$ cat src/design/frjm_pkg.sv
// ============================================================================
// Filament runout and jam monitor package
// Shared widths, constants, register indexes and the mode type.
// ============================================================================
package frjm_pkg;

    localparam int unsigned CFG_IDX_W  = 3;
    localparam int unsigned CFG_DATA_W = 15;

    localparam logic [CFG_IDX_W-1:0] CFG_ENABLE         = 3'd0;
    localparam logic [CFG_IDX_W-1:0] CFG_JAM_DETECT_EN  = 3'd1;
    localparam logic [CFG_IDX_W-1:0] CFG_CHUNK_STEPS    = 3'd2;
    localparam logic [CFG_IDX_W-1:0] CFG_FILTER_COUNT   = 3'd3;
    localparam logic [CFG_IDX_W-1:0] CFG_POLLING_PERIOD = 3'd4;
    localparam logic [CFG_IDX_W-1:0] CFG_BLANKING_TIME  = 3'd5;

    localparam logic [14:0] CHUNK_STEPS_RST    = 15'd100;
    localparam logic [7:0]  FILTER_COUNT_RST   = 8'd2;
    localparam logic [9:0]  POLLING_PERIOD_RST = 10'd10;
    localparam logic [9:0]  BLANKING_TIME_RST  = 10'd100;

    localparam logic [7:0] DARK_SHUTTER = 8'd17;
    localparam logic [7:0] BRIGHT_MIN   = 8'd50;
    localparam logic [3:0] JAM_LIMIT    = 4'd10;

    localparam logic [1:0] MODE_CODE_DISABLED = 2'd0;
    localparam logic [1:0] MODE_CODE_INIT     = 2'd1;
    localparam logic [1:0] MODE_CODE_READY    = 2'd2;
    localparam logic [1:0] MODE_CODE_ERROR    = 2'd3;

    typedef enum logic [3:0] {
        MODE_DISABLED = 4'b0001,
        MODE_INIT     = 4'b0010,
        MODE_READY    = 4'b0100,
        MODE_ERROR    = 4'b1000
    } t_mode;

    function automatic logic [1:0] mode_code(input t_mode m);
        logic [1:0] c;
        case (m)
            MODE_INIT:  c = MODE_CODE_INIT;
            MODE_READY: c = MODE_CODE_READY;
            MODE_ERROR: c = MODE_CODE_ERROR;
            default:    c = MODE_CODE_DISABLED;
        endcase
        return c;
    endfunction

endpackage

$ cat src/design/frjm_in_if.sv
// ============================================================================
// Filament monitor input channel
// One sensor tick per item: step delta, sensor readings and status flags.
// ============================================================================
interface frjm_in_if;
    logic              valid;
    logic              ready;
    logic signed [7:0]  step_delta;
    logic signed [15:0] sensor_pos;
    logic [7:0]         shutter;
    logic [7:0]         brightness;
    logic               sensor_fault;
    logic               printing_active;

    modport source (
        output valid, step_delta, sensor_pos, shutter, brightness,
               sensor_fault, printing_active,
        input  ready
    );
    modport sink (
        input  valid, step_delta, sensor_pos, shutter, brightness,
               sensor_fault, printing_active,
        output ready
    );
endinterface

$ cat src/design/frjm_out_if.sv
// ============================================================================
// Filament monitor result channel
// One status item per tick: presence, events, requests and mode.
// ============================================================================
interface frjm_out_if;
    logic       valid;
    logic       ready;
    logic       filament_present;
    logic       presence_event;
    logic       runout_request;
    logic       jam_request;
    logic       stable;
    logic [1:0] mode;

    modport source (
        output valid, filament_present, presence_event, runout_request,
               jam_request, stable, mode,
        input  ready
    );
    modport sink (
        input  valid, filament_present, presence_event, runout_request,
               jam_request, stable, mode,
        output ready
    );
endinterface

$ cat src/design/filament_runout_jam_monitor.sv
// ============================================================================
// Filament runout and jam monitor
// Debounces filament presence, reports presence events and runout, and
// compares extruder steps against sensor motion to detect jams.
// ============================================================================
// The block takes one tick item per clock cycle and returns one registered
// status item for each in the cycle after acceptance. A new item is accepted
// whenever the result register is empty or its item is taken in the same
// cycle, so a continuously ready sink sees full rate. Writing one to the
// enable register restarts initialization; writing zero disables the sensor.
// Write registers only while no item is in flight; the block does not check.
module filament_runout_jam_monitor (
    input  logic                            i_clk,
    input  logic                            i_rst_n,
    input  logic                            i_cfg_we,
    input  logic [frjm_pkg::CFG_IDX_W-1:0]  i_cfg_idx,
    input  logic [frjm_pkg::CFG_DATA_W-1:0] i_cfg_data,
    frjm_in_if.sink                         i_item,
    frjm_out_if.source                      o_result
);

    // Configuration registers.
    logic        r_jam_en;
    logic [14:0] r_chunk_steps;
    logic [7:0]  r_filter_count;
    logic [9:0]  r_polling_period;
    logic [9:0]  r_blanking_time;

    // Monitor state.
    frjm_pkg::t_mode r_mode, n_mode;
    logic [16:0] r_step_accum, n_step_accum;
    logic [15:0] r_last_pos, n_last_pos;
    logic [3:0]  r_jam_errors, n_jam_errors;
    logic [7:0]  r_filter_level, n_filter_level;
    logic        r_filtered, n_filtered;
    logic        r_reported, n_reported;
    logic [9:0]  r_poll_timer, n_poll_timer;
    logic        r_poll_run, n_poll_run;
    logic [10:0] r_blank_timer, n_blank_timer;
    logic        r_blank_run, n_blank_run;

    // Result register.
    logic       r_out_valid;
    logic       r_present;
    logic       r_event;
    logic       r_runout;
    logic       r_jam;
    logic       r_stable;
    logic [1:0] r_mode_code;

    logic        accept;
    logic [17:0] acc_sum;
    logic [16:0] acc_sat;
    logic [16:0] acc_mag;
    logic        chunk_hit;
    logic        steps_fwd;
    logic        sensor_fwd;
    logic        raw_present;
    logic        active;
    logic        fault_hit;
    logic        jam_hit;
    logic        event_hit;
    logic        runout_hit;

    assign i_item.ready = !r_out_valid || o_result.ready;
    assign accept       = i_item.valid && i_item.ready;

    assign acc_sum = {r_step_accum[16], r_step_accum}
                   + {{10{i_item.step_delta[7]}}, i_item.step_delta};
    assign acc_sat = (acc_sum[17] == acc_sum[16]) ? acc_sum[16:0]
                   : (acc_sum[17] ? 17'h10000 : 17'h0FFFF);
    assign acc_mag    = acc_sat[16] ? (~acc_sat + 17'd1) : acc_sat;
    assign chunk_hit  = acc_mag >= {2'b00, r_chunk_steps};
    assign steps_fwd  = !acc_sat[16] && (acc_sat != 17'd0);
    assign sensor_fwd = $signed(i_item.sensor_pos) > $signed(r_last_pos);
    assign raw_present = (i_item.shutter < frjm_pkg::DARK_SHUTTER)
                      || (i_item.brightness >= frjm_pkg::BRIGHT_MIN);
    assign active = (r_mode == frjm_pkg::MODE_INIT) || (r_mode == frjm_pkg::MODE_READY);

    always_comb begin
        n_mode         = r_mode;
        n_step_accum   = acc_sat;
        n_last_pos     = r_last_pos;
        n_jam_errors   = r_jam_errors;
        n_filter_level = r_filter_level;
        n_filtered     = r_filtered;
        n_reported     = r_reported;
        n_poll_run     = r_poll_run;
        n_blank_run    = r_blank_run;
        n_poll_timer   = (r_poll_run && r_poll_timer != '1) ? r_poll_timer + 10'd1
                                                            : r_poll_timer;
        n_blank_timer  = (r_blank_run && r_blank_timer != '1) ? r_blank_timer + 11'd1
                                                              : r_blank_timer;
        fault_hit  = 1'b0;
        jam_hit    = 1'b0;
        event_hit  = 1'b0;
        runout_hit = 1'b0;

        if (active) begin
            if (r_jam_en) begin
                if (chunk_hit) begin
                    n_step_accum = '0;
                    if (i_item.sensor_fault) begin
                        fault_hit      = 1'b1;
                        n_filter_level = '0;
                    end
                    if (sensor_fwd != steps_fwd) begin
                        n_jam_errors = r_jam_errors + 4'd1;
                    end else if (r_jam_errors != '0) begin
                        n_jam_errors = r_jam_errors - 4'd1;
                    end
                    n_last_pos = i_item.sensor_pos;
                end
                if (n_jam_errors > frjm_pkg::JAM_LIMIT) begin
                    n_jam_errors = '0;
                    jam_hit      = 1'b1;
                end
            end
            if (!r_poll_run || n_poll_timer >= r_polling_period) begin
                n_poll_run   = 1'b1;
                n_poll_timer = '0;
                if (i_item.sensor_fault) begin
                    fault_hit      = 1'b1;
                    n_filter_level = '0;
                end
                if (raw_present != r_filtered) begin
                    if (n_filter_level != '1) begin
                        n_filter_level = n_filter_level + 8'd1;
                    end
                end else if (n_filter_level != '0) begin
                    n_filter_level = n_filter_level - 8'd1;
                end
                if (n_filter_level >= r_filter_count) begin
                    n_filter_level = '0;
                    n_filtered     = raw_present;
                end
            end
            if (fault_hit) begin
                n_mode = frjm_pkg::MODE_ERROR;
            end else if (r_mode == frjm_pkg::MODE_INIT) begin
                if (n_filter_level == '0) begin
                    n_reported = n_filtered;
                    n_last_pos = i_item.sensor_pos;
                    n_mode     = frjm_pkg::MODE_READY;
                end
            end else if (!(r_blank_run && n_blank_timer < {1'b0, r_blanking_time})) begin
                if (r_reported != n_filtered) begin
                    n_reported    = n_filtered;
                    n_blank_run   = 1'b1;
                    n_blank_timer = '0;
                    event_hit     = 1'b1;
                    runout_hit    = !n_filtered && i_item.printing_active;
                end
            end
        end
    end

    always_ff @(posedge i_clk) begin
        if (!i_rst_n) begin
            r_jam_en         <= 1'b0;
            r_chunk_steps    <= frjm_pkg::CHUNK_STEPS_RST;
            r_filter_count   <= frjm_pkg::FILTER_COUNT_RST;
            r_polling_period <= frjm_pkg::POLLING_PERIOD_RST;
            r_blanking_time  <= frjm_pkg::BLANKING_TIME_RST;
            r_mode           <= frjm_pkg::MODE_DISABLED;
            r_step_accum     <= '0;
            r_last_pos       <= '0;
            r_jam_errors     <= '0;
            r_filter_level   <= '0;
            r_filtered       <= 1'b0;
            r_reported       <= 1'b0;
            r_poll_timer     <= '0;
            r_poll_run       <= 1'b0;
            r_blank_timer    <= '0;
            r_blank_run      <= 1'b0;
        end else if (i_cfg_we) begin
            case (i_cfg_idx)
                frjm_pkg::CFG_ENABLE: begin
                    r_filter_level <= '0;
                    if (i_cfg_data[0]) begin
                        r_mode        <= frjm_pkg::MODE_INIT;
                        r_jam_errors  <= '0;
                        r_step_accum  <= '0;
                        r_poll_timer  <= '0;
                        r_poll_run    <= 1'b0;
                        r_blank_timer <= '0;
                        r_blank_run   <= 1'b0;
                    end else begin
                        r_mode <= frjm_pkg::MODE_DISABLED;
                    end
                end
                frjm_pkg::CFG_JAM_DETECT_EN:  r_jam_en         <= i_cfg_data[0];
                frjm_pkg::CFG_CHUNK_STEPS:    r_chunk_steps    <= i_cfg_data[14:0];
                frjm_pkg::CFG_FILTER_COUNT:   r_filter_count   <= i_cfg_data[7:0];
                frjm_pkg::CFG_POLLING_PERIOD: r_polling_period <= i_cfg_data[9:0];
                frjm_pkg::CFG_BLANKING_TIME:  r_blanking_time  <= i_cfg_data[9:0];
                default: begin
                end
            endcase
        end else if (accept) begin
            r_mode         <= n_mode;
            r_step_accum   <= n_step_accum;
            r_last_pos     <= n_last_pos;
            r_jam_errors   <= n_jam_errors;
            r_filter_level <= n_filter_level;
            r_filtered     <= n_filtered;
            r_reported     <= n_reported;
            r_poll_timer   <= n_poll_timer;
            r_poll_run     <= n_poll_run;
            r_blank_timer  <= n_blank_timer;
            r_blank_run    <= n_blank_run;
        end
    end

    always_ff @(posedge i_clk) begin
        if (!i_rst_n) begin
            r_out_valid <= 1'b0;
        end else if (accept) begin
            r_out_valid <= 1'b1;
        end else if (o_result.ready) begin
            r_out_valid <= 1'b0;
        end
    end

    always_ff @(posedge i_clk) begin
        if (accept) begin
            r_present   <= n_filtered;
            r_event     <= event_hit;
            r_runout    <= runout_hit;
            r_jam       <= jam_hit;
            r_stable    <= (n_filter_level == '0);
            r_mode_code <= frjm_pkg::mode_code(n_mode);
        end
    end

    assign o_result.valid            = r_out_valid;
    assign o_result.filament_present = r_present;
    assign o_result.presence_event   = r_event;
    assign o_result.runout_request   = r_runout;
    assign o_result.jam_request      = r_jam;
    assign o_result.stable           = r_stable;
    assign o_result.mode             = r_mode_code;

endmodule

$ cat src/flat_wrapper.sv
// flat-port wrapper written by rule: the top's interface ports become plain ports
module filament_runout_jam_monitor_flat 
  (i_clk, i_rst_n, i_cfg_we, i_cfg_idx, i_cfg_data, i_item_valid, i_item_step_delta, i_item_sensor_pos, i_item_shutter, i_item_brightness, i_item_sensor_fault, i_item_printing_active, i_item_ready, o_result_valid, o_result_filament_present, o_result_presence_event, o_result_runout_request, o_result_jam_request, o_result_stable, o_result_mode, o_result_ready);
  frjm_in_if i_item_i ();
  frjm_out_if o_result_i ();
  input  logic i_clk;
  input  logic i_rst_n;
  input  logic i_cfg_we;
  input  logic [frjm_pkg::CFG_IDX_W-1:0] i_cfg_idx;
  input  logic [frjm_pkg::CFG_DATA_W-1:0] i_cfg_data;
  input wire logic [$bits(i_item_i.valid)-1:0] i_item_valid;
  input wire logic [$bits(i_item_i.step_delta)-1:0] i_item_step_delta;
  input wire logic [$bits(i_item_i.sensor_pos)-1:0] i_item_sensor_pos;
  input wire logic [$bits(i_item_i.shutter)-1:0] i_item_shutter;
  input wire logic [$bits(i_item_i.brightness)-1:0] i_item_brightness;
  input wire logic [$bits(i_item_i.sensor_fault)-1:0] i_item_sensor_fault;
  input wire logic [$bits(i_item_i.printing_active)-1:0] i_item_printing_active;
  output wire logic [$bits(i_item_i.ready)-1:0] i_item_ready;
  output wire logic [$bits(o_result_i.valid)-1:0] o_result_valid;
  output wire logic [$bits(o_result_i.filament_present)-1:0] o_result_filament_present;
  output wire logic [$bits(o_result_i.presence_event)-1:0] o_result_presence_event;
  output wire logic [$bits(o_result_i.runout_request)-1:0] o_result_runout_request;
  output wire logic [$bits(o_result_i.jam_request)-1:0] o_result_jam_request;
  output wire logic [$bits(o_result_i.stable)-1:0] o_result_stable;
  output wire logic [$bits(o_result_i.mode)-1:0] o_result_mode;
  input wire logic [$bits(o_result_i.ready)-1:0] o_result_ready;
  assign i_item_i.valid = i_item_valid;
  assign i_item_i.step_delta = i_item_step_delta;
  assign i_item_i.sensor_pos = i_item_sensor_pos;
  assign i_item_i.shutter = i_item_shutter;
  assign i_item_i.brightness = i_item_brightness;
  assign i_item_i.sensor_fault = i_item_sensor_fault;
  assign i_item_i.printing_active = i_item_printing_active;
  assign i_item_ready = i_item_i.ready;
  assign o_result_valid = o_result_i.valid;
  assign o_result_filament_present = o_result_i.filament_present;
  assign o_result_presence_event = o_result_i.presence_event;
  assign o_result_runout_request = o_result_i.runout_request;
  assign o_result_jam_request = o_result_i.jam_request;
  assign o_result_stable = o_result_i.stable;
  assign o_result_mode = o_result_i.mode;
  assign o_result_i.ready = o_result_ready;
  filament_runout_jam_monitor u_core (.i_clk(i_clk), .i_rst_n(i_rst_n), .i_cfg_we(i_cfg_we), .i_cfg_idx(i_cfg_idx), .i_cfg_data(i_cfg_data), .i_item(i_item_i), .o_result(o_result_i));
endmodule
$ cat config.mk
export PLATFORM = sky130hd
export DESIGN_NAME = filament_runout_jam_monitor_flat
export DESIGN_NICKNAME = d
export VERILOG_FILES = /design/src/design/frjm_pkg.sv /design/src/design/frjm_in_if.sv /design/src/design/frjm_out_if.sv /design/src/design/filament_runout_jam_monitor.sv /design/src/flat_wrapper.sv
export SDC_FILE = /design/constraint.sdc
export NUM_CORES = 1
export LEC_CHECK = 0
export ABC_AREA = 1
export BUFFER_PORTS_ARGS = -buffer_cell sky130_fd_sc_hd__buf_2
export CAP_MARGIN = 20
export CELL_PAD_IN_SITES_DETAIL_PLACEMENT = 0
export CELL_PAD_IN_SITES_GLOBAL_PLACEMENT = 1
export CORE_MARGIN = 3
export CORE_UTILIZATION = 45
export CTS_BUF_LIST = sky130_fd_sc_hd__clkbuf_8
export DETAILED_ROUTE_END_ITERATION = 12
export MAX_ROUTING_LAYER = met4
export PLACE_DENSITY = 0.88
export SLEW_MARGIN = 20
export SYNTH_ARGS = -nofsm -noshare
export SYNTH_HDL_FRONTEND = slang
export SYNTH_SLANG_ARGS = --single-unit
$ cat constraint.sdc
create_clock -name i_clk -period 8.17 [get_ports i_clk]
set_clock_uncertainty 0.2 [all_clocks]
set_input_delay 1.634 -clock i_clk [delete_from_list [all_inputs] [get_ports i_clk]]
set_output_delay 1.634 -clock i_clk [all_outputs]
set_load 0.01 [all_outputs]
* Word level (Yosys, flattened, before mapping) *
Index checks and enable logic that the tools add are counted.

storage, ports and cells
  register bits = 126
  input port bits = 65
  word-level logic and storage cells = 213

cells by class
  bitwise operators = 5
  multiplexer cells = 102
  reductions and logical operators = 43
  magnitude comparators = 8
  equality and inequality tests = 24
  add/subtract/negate cells = 8

operators by type and width
  operator               count
  $mux 17                10
  $mux 8                 18
  $mux 11                10
  $mux 16                5
  $mux 4                 19
  $mux 10                7
  $mux 1                 31
  $add 17x8->18          1
  $add 17x1->17 const B  1
  $ge 17x15->1           1
  $not 17->17            1
  $reduce_bool 17->1     1
  $gt 16x16->1           1
  $logic_not 8->1        2
  $reduce_and 2->1       8
  $reduce_bool 2->1      7
  $add 11x1->11 const B  1
  $lt 11x10->1           1
  $ne 11x11->1 const B   1
  $add 10x1->10 const B  1
  $ge 10x10->1           1
  $ne 10x10->1 const B   1
  $reduce_and 5->1       2
  $add 8x1->8 const B    1
  other kinds (32)       58

* Longest topological paths before layout *
  word-level depth = 29
  mapped depth = 47

* Worst setup path before layout *
OpenSTA, ideal clock, no wires.

  kind = input-to-reg
  start point = input i_item_step_delta[0]
  end point = register u_core.r_mode_code[0], in the netlist u_core.o_result.mode[0], data pin
  library setup time = 255 ps
  path buffers = 1
  setup slack = 797 ps
  cell stages on the path = 42
  data arrival time = 6919 ps
  data required time = 7715 ps
  path through = ha_1 > inv_1 > fa_1 > inv_1 > nand4_1 > nand2_1 > nand2_1 > nand2_1 > a21oi_1 > o21bai_1 > xor2_1 > inv_1 > ha_1 > inv_1 > clkbuf_1 > nand2_1 > nand2_1 > inv_1 > [... 6 more ...] > nand2_1 > nor2_1 > nand3b_1 > a41o_1 > a21oi_1 > nor2_1 > nand2_1 > inv_2 > nand3_4 > nand2_4 > nand2_1 > nand2_1 > nor2_1 > nand2_1 > o21ai_0 > a21oi_1 > nand3_1 > nand2_1

on the way
  cells in the longest elaborated chain, start to end = 28
  elaborated cells on any way between the ends = 40

ends and longest elaborated chain
  what                                          line                                                                  RTL
  from (decl)                                   flat_wrapper.sv:12                                                    input wire logic [$bits(i_item_i.step_delta)-1:0] i_item_step_delta;
  $add 17x8->18 *                               filament_runout_jam_monitor.sv:69                                     + {{10{i_item.step_delta[7]}}, i_item.step_delta};
  $mux 17 / $eq 1x1->1 (equally long branches)  filament_runout_jam_monitor.sv:71, filament_runout_jam_monitor.sv:70
  $mux 17 *                                     filament_runout_jam_monitor.sv:70                                     assign acc_sat = (acc_sum[17] == acc_sum[16]) ? acc_sum[16:0]
  $not 17->17                                   filament_runout_jam_monitor.sv:72                                     assign acc_mag = acc_sat[16] ? (~acc_sat + 17'd1) : acc_sat;
  $add 17x1->17                                 filament_runout_jam_monitor.sv:72
  $mux 17 *                                     filament_runout_jam_monitor.sv:72
  $ge 17x15->1 *                                filament_runout_jam_monitor.sv:73                                     assign chunk_hit = acc_mag >= {2'b00, r_chunk_steps};
  $mux 8                                        filament_runout_jam_monitor.sv:101                                    if (chunk_hit) begin
  [... 12 more ...]                             --
  $mux 8                                        filament_runout_jam_monitor.sv:99                                     if (active) begin
  $logic_not 8->1                               filament_runout_jam_monitor.sv:141                                    if (n_filter_level == '0) begin
  $mux 4                                        filament_runout_jam_monitor.sv:141
  $mux 4                                        filament_runout_jam_monitor.sv:140                                    end else if (r_mode == frjm_pkg::MODE_INIT) begin
  $mux 4 *                                      filament_runout_jam_monitor.sv:138                                    if (fault_hit) begin
  $mux 4 *                                      filament_runout_jam_monitor.sv:99
  $eq 4x4->1, or another cell as far along      frjm_pkg.sv:40                                                        case (m)
  $pmux 2 s3 *                                  frjm_pkg.sv:40
  to (signal assigned)                          filament_runout_jam_monitor.sv:232                                    r_mode_code <= frjm_pkg::mode_code(n_mode);
  to (decl)                                     filament_runout_jam_monitor.sv:49                                     logic [1:0] r_mode_code;

Every way passes the cells marked *; elsewhere a longest branch is shown, timed or not. The select of a mux whose other input is x is not followed.
A chain may end at the register's enable or synchronous reset.

* Worst setup path after layout *
  start point = input i_item_step_delta[0]
  end point = register u_core.r_last_pos[13]

on the way
  cells in the longest elaborated chain, start to end = 25
  elaborated cells on any way between the ends = 37

ends and longest elaborated chain
  what                                          line                                                                  RTL
  $add 17x8->18 *                               filament_runout_jam_monitor.sv:69
  $mux 17 / $eq 1x1->1 (equally long branches)  filament_runout_jam_monitor.sv:71, filament_runout_jam_monitor.sv:70
  $mux 17 *                                     filament_runout_jam_monitor.sv:70
  $not 17->17                                   filament_runout_jam_monitor.sv:72
  $add 17x1->17                                 filament_runout_jam_monitor.sv:72
  $mux 17 *                                     filament_runout_jam_monitor.sv:72
  $ge 17x15->1 *                                filament_runout_jam_monitor.sv:73
  $mux 8                                        filament_runout_jam_monitor.sv:101
  [... 9 more ...]                              --
  $ge 8x8->1                                    filament_runout_jam_monitor.sv:133                                    if (n_filter_level >= r_filter_count) begin
  $mux 8                                        filament_runout_jam_monitor.sv:133
  $mux 8                                        filament_runout_jam_monitor.sv:119                                    if (!r_poll_run || n_poll_timer >= r_polling_period) begin
  $mux 8                                        filament_runout_jam_monitor.sv:99
  $logic_not 8->1                               filament_runout_jam_monitor.sv:141
  $mux 16                                       filament_runout_jam_monitor.sv:141
  $mux 16                                       filament_runout_jam_monitor.sv:140
  $mux 16 *                                     filament_runout_jam_monitor.sv:138
  to (signal assigned)                          filament_runout_jam_monitor.sv:203                                    r_last_pos <= n_last_pos;
  to (decl)                                     filament_runout_jam_monitor.sv:32                                     logic [15:0] r_last_pos, n_last_pos;

Marked as above.

==> out/qor.csv <==
stage,metric,value,unit
status,status,"complete, no violations",
yosys,register bit count reported by yosys,126,
global_routing,first-pass GRT wire length,39130,um
worst_setup_path,Buf/Inv on CP,8,
placed_design,HPWL reported at the end of detailed placement,18400,um
route,drt via density,5.030,
worst_setup_path,Slowest Stage Delay on Critical Path,410,ps
yosys,synthesized cell area,9309,um2
route,DRT Pass-1 Iters,6,
clocking,Post-CTS Setup Inserts,0,
cells_and_area,layout cells sized above 1,10.96,%
timing,final period utilization,90.81,%
timing,final-report setup violation count,0,
clocking,CTS Hold Buffers Added,0,
clocking,CTS root buffer,clkbuf_8,
worst_hold_path,WHS Endpoint,u_core.r_blanking_time[7],
route,drt drc,0,
placed_design,port buffer count,72,
cells_and_area,Layout area overhead,12.12,%
global_routing,remaining global-route overflow,0,
cells_and_area,n_diodes,0,
power_and_ir_drop,worst vdd ir,100.9,uV
worst_setup_path,Register-to-Register Path Depth,43,
yosys,Post-synth EDFFs,7,
clocking,number of H-tree levels,4,
power_and_ir_drop,pwr dens,193.9,nW/um2
worst_setup_path,CP Launch Type,primary input,
power_and_ir_drop,Final Power,2.024,mW
worst_setup_path,crit path capture type,flip-flop,
global_routing,vias in the first global route,8182,
clocking,TritonCTS clock tree,built,
worst_setup_path,R2R Path Start,u_core.r_step_accum[0],
timing,Final Hold Fails,0,
yosys,Synth cell types,49,
timing,minimum clock period,7419,ps
timing,Worst-Margin Slew,994.3,ps
worst_setup_path,Critical Path RT,8310,ps
die,IO Pins,74,
route,1st-iter DRT viols,385,
route,WL final,23690,um
route,remaining antenna violation count,0,
die,Die Ht,149.8,um
timing,Fmax,134.8,MHz
die,starting density of the core,46.76,%
yosys,Mapped Nets,1579,
worst_hold_path,hold depth,2,
yosys,asr flop ratio synth,0,%
placed_design,Routability Congestion,0.8801,
worst_setup_path,cell mode on critical path,nand2_1,
global_routing,pin count of the biggest net entering global routing,60,
power_and_ir_drop,leak pwr,5.106,nW
worst_setup_path,reg-to-reg setup timing slack,1670,ps
yosys,ys flop type,dfxtp_1,
worst_hold_path,Hold/Removal Path Class,flip-flop to flip-flop,
route,DR vias,8948,
yosys,sequential element share of the synthesized area,27.85,%
yosys,Post-Syn Area per Cell,6.519,um2
worst_setup_path,Slowest cell on crit path,fa_1,
clocking,clk slew on worst S/H paths,80,ps
route,DR WL/cell,13.32,um
global_routing,Tot GR Track Use,21.94,%
timing,Setup TNS,0,ps
flow_run,Max Cap Viol,0,
timing,Slew headroom,33.10,%
die,std cell rows,51,
clocking,CTS max path bufs,2,
yosys,Mapped Cells,1428,
timing,Max Transition Viols Final,0,
global_routing,initial antenna violation count,0,
clocking,clk_lat worst skew,450,ps
worst_setup_path,"CP delay by family, top",simple AND/OR/NAND/NOR gates,
clocking,post-CTS sizing,0,
worst_setup_path,r2r endpoint,u_core.r_last_pos[13],
worst_hold_path,hold_sp,u_core.r_blanking_time[7],
cells_and_area,"Net count, final",1652,
cells_and_area,fillers,2137,
die,Die Wd,149.8,um
clocking,clock sink count,126,
yosys,Synthesis Warnings,0,
worst_setup_path,worst setup path category,primary input to flip-flop,
die,core region area,19910,um2
timing,unrepaired setup endpoints after global routing,false,
worst_setup_path,CP max FO,18,
die,Die ar.,22450,um2
clocking,cts bufs inserted,17,
worst_setup_path,signal arrival time at the worst endpoint,7560,ps
[metrics by stage]
stage | util, % | std cells | hold WS (ps) | instance area [um2] | setup WS, ps
2_1_floorplan | - | 1428 | 235.3 | 9309 | 796.7
3_3_place_gp | 50.24 | 1746 | 251.2 | 10000 | 264.5
3_5_place_dp | 50.38 | 1747 | 254.8 | 10030 | 244.5
4_1_cts | 52.38 | 1779 | 265.4 | 10430 | 673.2
5_1_grt | 52.43 | 1779 | 279.9 | 10440 | 56.03
6_report | 52.43 | 1779 | 262.8 | 10440 | 751.0
[final cells by class]
type                            count  area [um2]  area share [%]
Sequential cell                   126        2592           24.84
Clock inverter                     15       163.9           1.570
Inverter                          228       855.8           8.199
Tap cell                          265       331.6           3.177
Multi-Input combinational cell   1034        5702           54.63
Clock buffer                       17       234.0           2.242
Timing Repair Buffer               94       558.0           5.346
[cell families (layout without fill, tap and decap cells)]
family / Yosys count / after routing / share of synthesized area, %
XOR/XNOR: 49 / 49 / 4.610
adder cells (fa/ha/maj): 86 / 86 / 11.64
flip-flops: 126 / 126 / 27.85
multiplexers: 1 / 1 / 0.1075
buffers and inverters: 268 / 354 / 11.01
AND/OR/NAND/NOR: 612 / 612 / 28.00
AO/OA/AOI/OAI: 286 / 286 / 16.79
[Yosys cell counts (2+ instances only)]
master | number | share of area, %
a21oi_1 | 131 | 7.0
nand2_2 | 8 | 0.54
o311ai_0 | 2 | 0.19
nand3_1 | 76 | 4.1
clkbuf_1 | 31 | 1.2
nand3b_1 | 3 | 0.24
a211oi_1 | 5 | 0.40
nor3_1 | 17 | 0.91
a41o_1 | 2 | 0.22
o21ai_0 | 98 | 5.3
inv_1 | 217 | 8.7
inv_2 | 11 | 0.44
xor2_1 | 32 | 3.0
nor2_2 | 4 | 0.27
nor2_1 | 112 | 4.5
o21bai_1 | 3 | 0.24
o21ai_1 | 7 | 0.38
buf_2 | 3 | 0.16
o22ai_1 | 9 | 0.60
o21a_1 | 5 | 0.40
dfxtp_1 | 119 | 26
edfxtp_1 | 7 | 2.3
nor4_1 | 7 | 0.47
buf_1 | 3 | 0.12
nand3_2 | 3 | 0.32
nand2_4 | 2 | 0.24
o211ai_1 | 12 | 0.97
xnor2_1 | 17 | 1.6
nand4_1 | 20 | 1.3
nand2_1 | 352 | 14
or2_2 | 4 | 0.27
buf_4 | 2 | 0.16
o31ai_1 | 4 | 0.32
ha_1 | 85 | 11
[sequential cells by signal, summed over array words and instances (netlist names), 2 cells and up]
| name | cells |
|---|---|
| u_core.r_step_accum | 17 |
| u_core.r_chunk_steps | 15 |
| u_core.r_filter_level | 8 |
| u_core.r_blank_timer | 11 |
| u_core.o_result.mode | 2 |
| u_core.r_polling_period | 10 |
| u_core.r_mode | 4 |
| u_core.r_last_pos | 16 |
| u_core.r_filter_count | 8 |
| u_core.r_jam_errors | 4 |
| u_core.r_poll_timer | 10 |
| u_core.r_blanking_time | 10 |
[worst register-to-register path, delay by kind of cell, from the launching register on]
| kind | cells | cell delay [ps] |
|---|---|---|
| adders and majority gates | 5 | 1420 |
| buffers and inverters | 7 | 580 |
| AOI/OAI and AO/OA | 5 | 890 |
| xor gates and xnor gates | 2 | 390 |
| and+or+nand+nor | 24 | 2590 |
| DFF | 1 | 340 |
[worst max path at each step]
| stage | start | end | slack (ps) | depth (start not counted) |
|---|---|---|---|---|
| final | i_item_step_delta[0] | u_core.r_last_pos[13] | 750 | 44 |
| after global routing | i_item_step_delta[0] | u_core.r_last_pos[5] | 60 | 46 |
| after CTS | i_item_step_delta[0] | u_core.r_last_pos[13] | 670 | 45 |
| after detailed placement | i_item_step_delta[0] | u_core.r_last_pos[13] | 240 | 45 |
| after global placement | i_item_step_delta[0] | u_core.r_last_pos[13] | 260 | 44 |
| after floorplan | i_item_step_delta[0] | u_core.o_result.mode[0] | 800 | 42 |
[cells in the final DEF, fill, tap and decap left out, types with 3 or more instances in the layout]
| master | n |
|---|---|
| nand4_1 | 20 |
| o21a_1 | 5 |
| ha_1 | 84 |
| clkbuf_8 | 17 |
| or2_2 | 4 |
| nand3b_1 | 3 |
| o22ai_1 | 9 |
| inv_2 | 12 |
| nand3_1 | 76 |
| buf_2 | 72 |
| buf_4 | 20 |
| o211ai_1 | 12 |
| nand3_2 | 3 |
| o21bai_1 | 3 |
| nor2_1 | 111 |
| dfxtp_1 | 119 |
| a211oi_1 | 5 |
| o21ai_1 | 7 |
| nor4_1 | 7 |
| inv_1 | 218 |
| nand2_2 | 8 |
| clkinv_4 | 4 |
| nor3_1 | 17 |
| nand2_1 | 352 |
| o21ai_0 | 98 |
| xnor2_1 | 17 |
| nor2_2 | 4 |
| edfxtp_1 | 7 |
| a21oi_1 | 131 |
| xor2_1 | 32 |
| inv_6 | 4 |
| o31ai_1 | 4 |
[power breakdown]
part           total [mW]  internal, mW  switching [mW]
clock               0.565         0.276           0.288
sequential          0.652         0.642          0.0104
combinational       0.808         0.301           0.506
[layer usage]
layer	share of wire, %	up-vias	global-route usage (%)
met3	2.9	26	3.271
met2	47	103	36.29
met4	1.2	0	5.032
met1	49	4026	28.47
li1	-	4793	-
met5	0	-	-
Power figures use the tool's default switching activity.
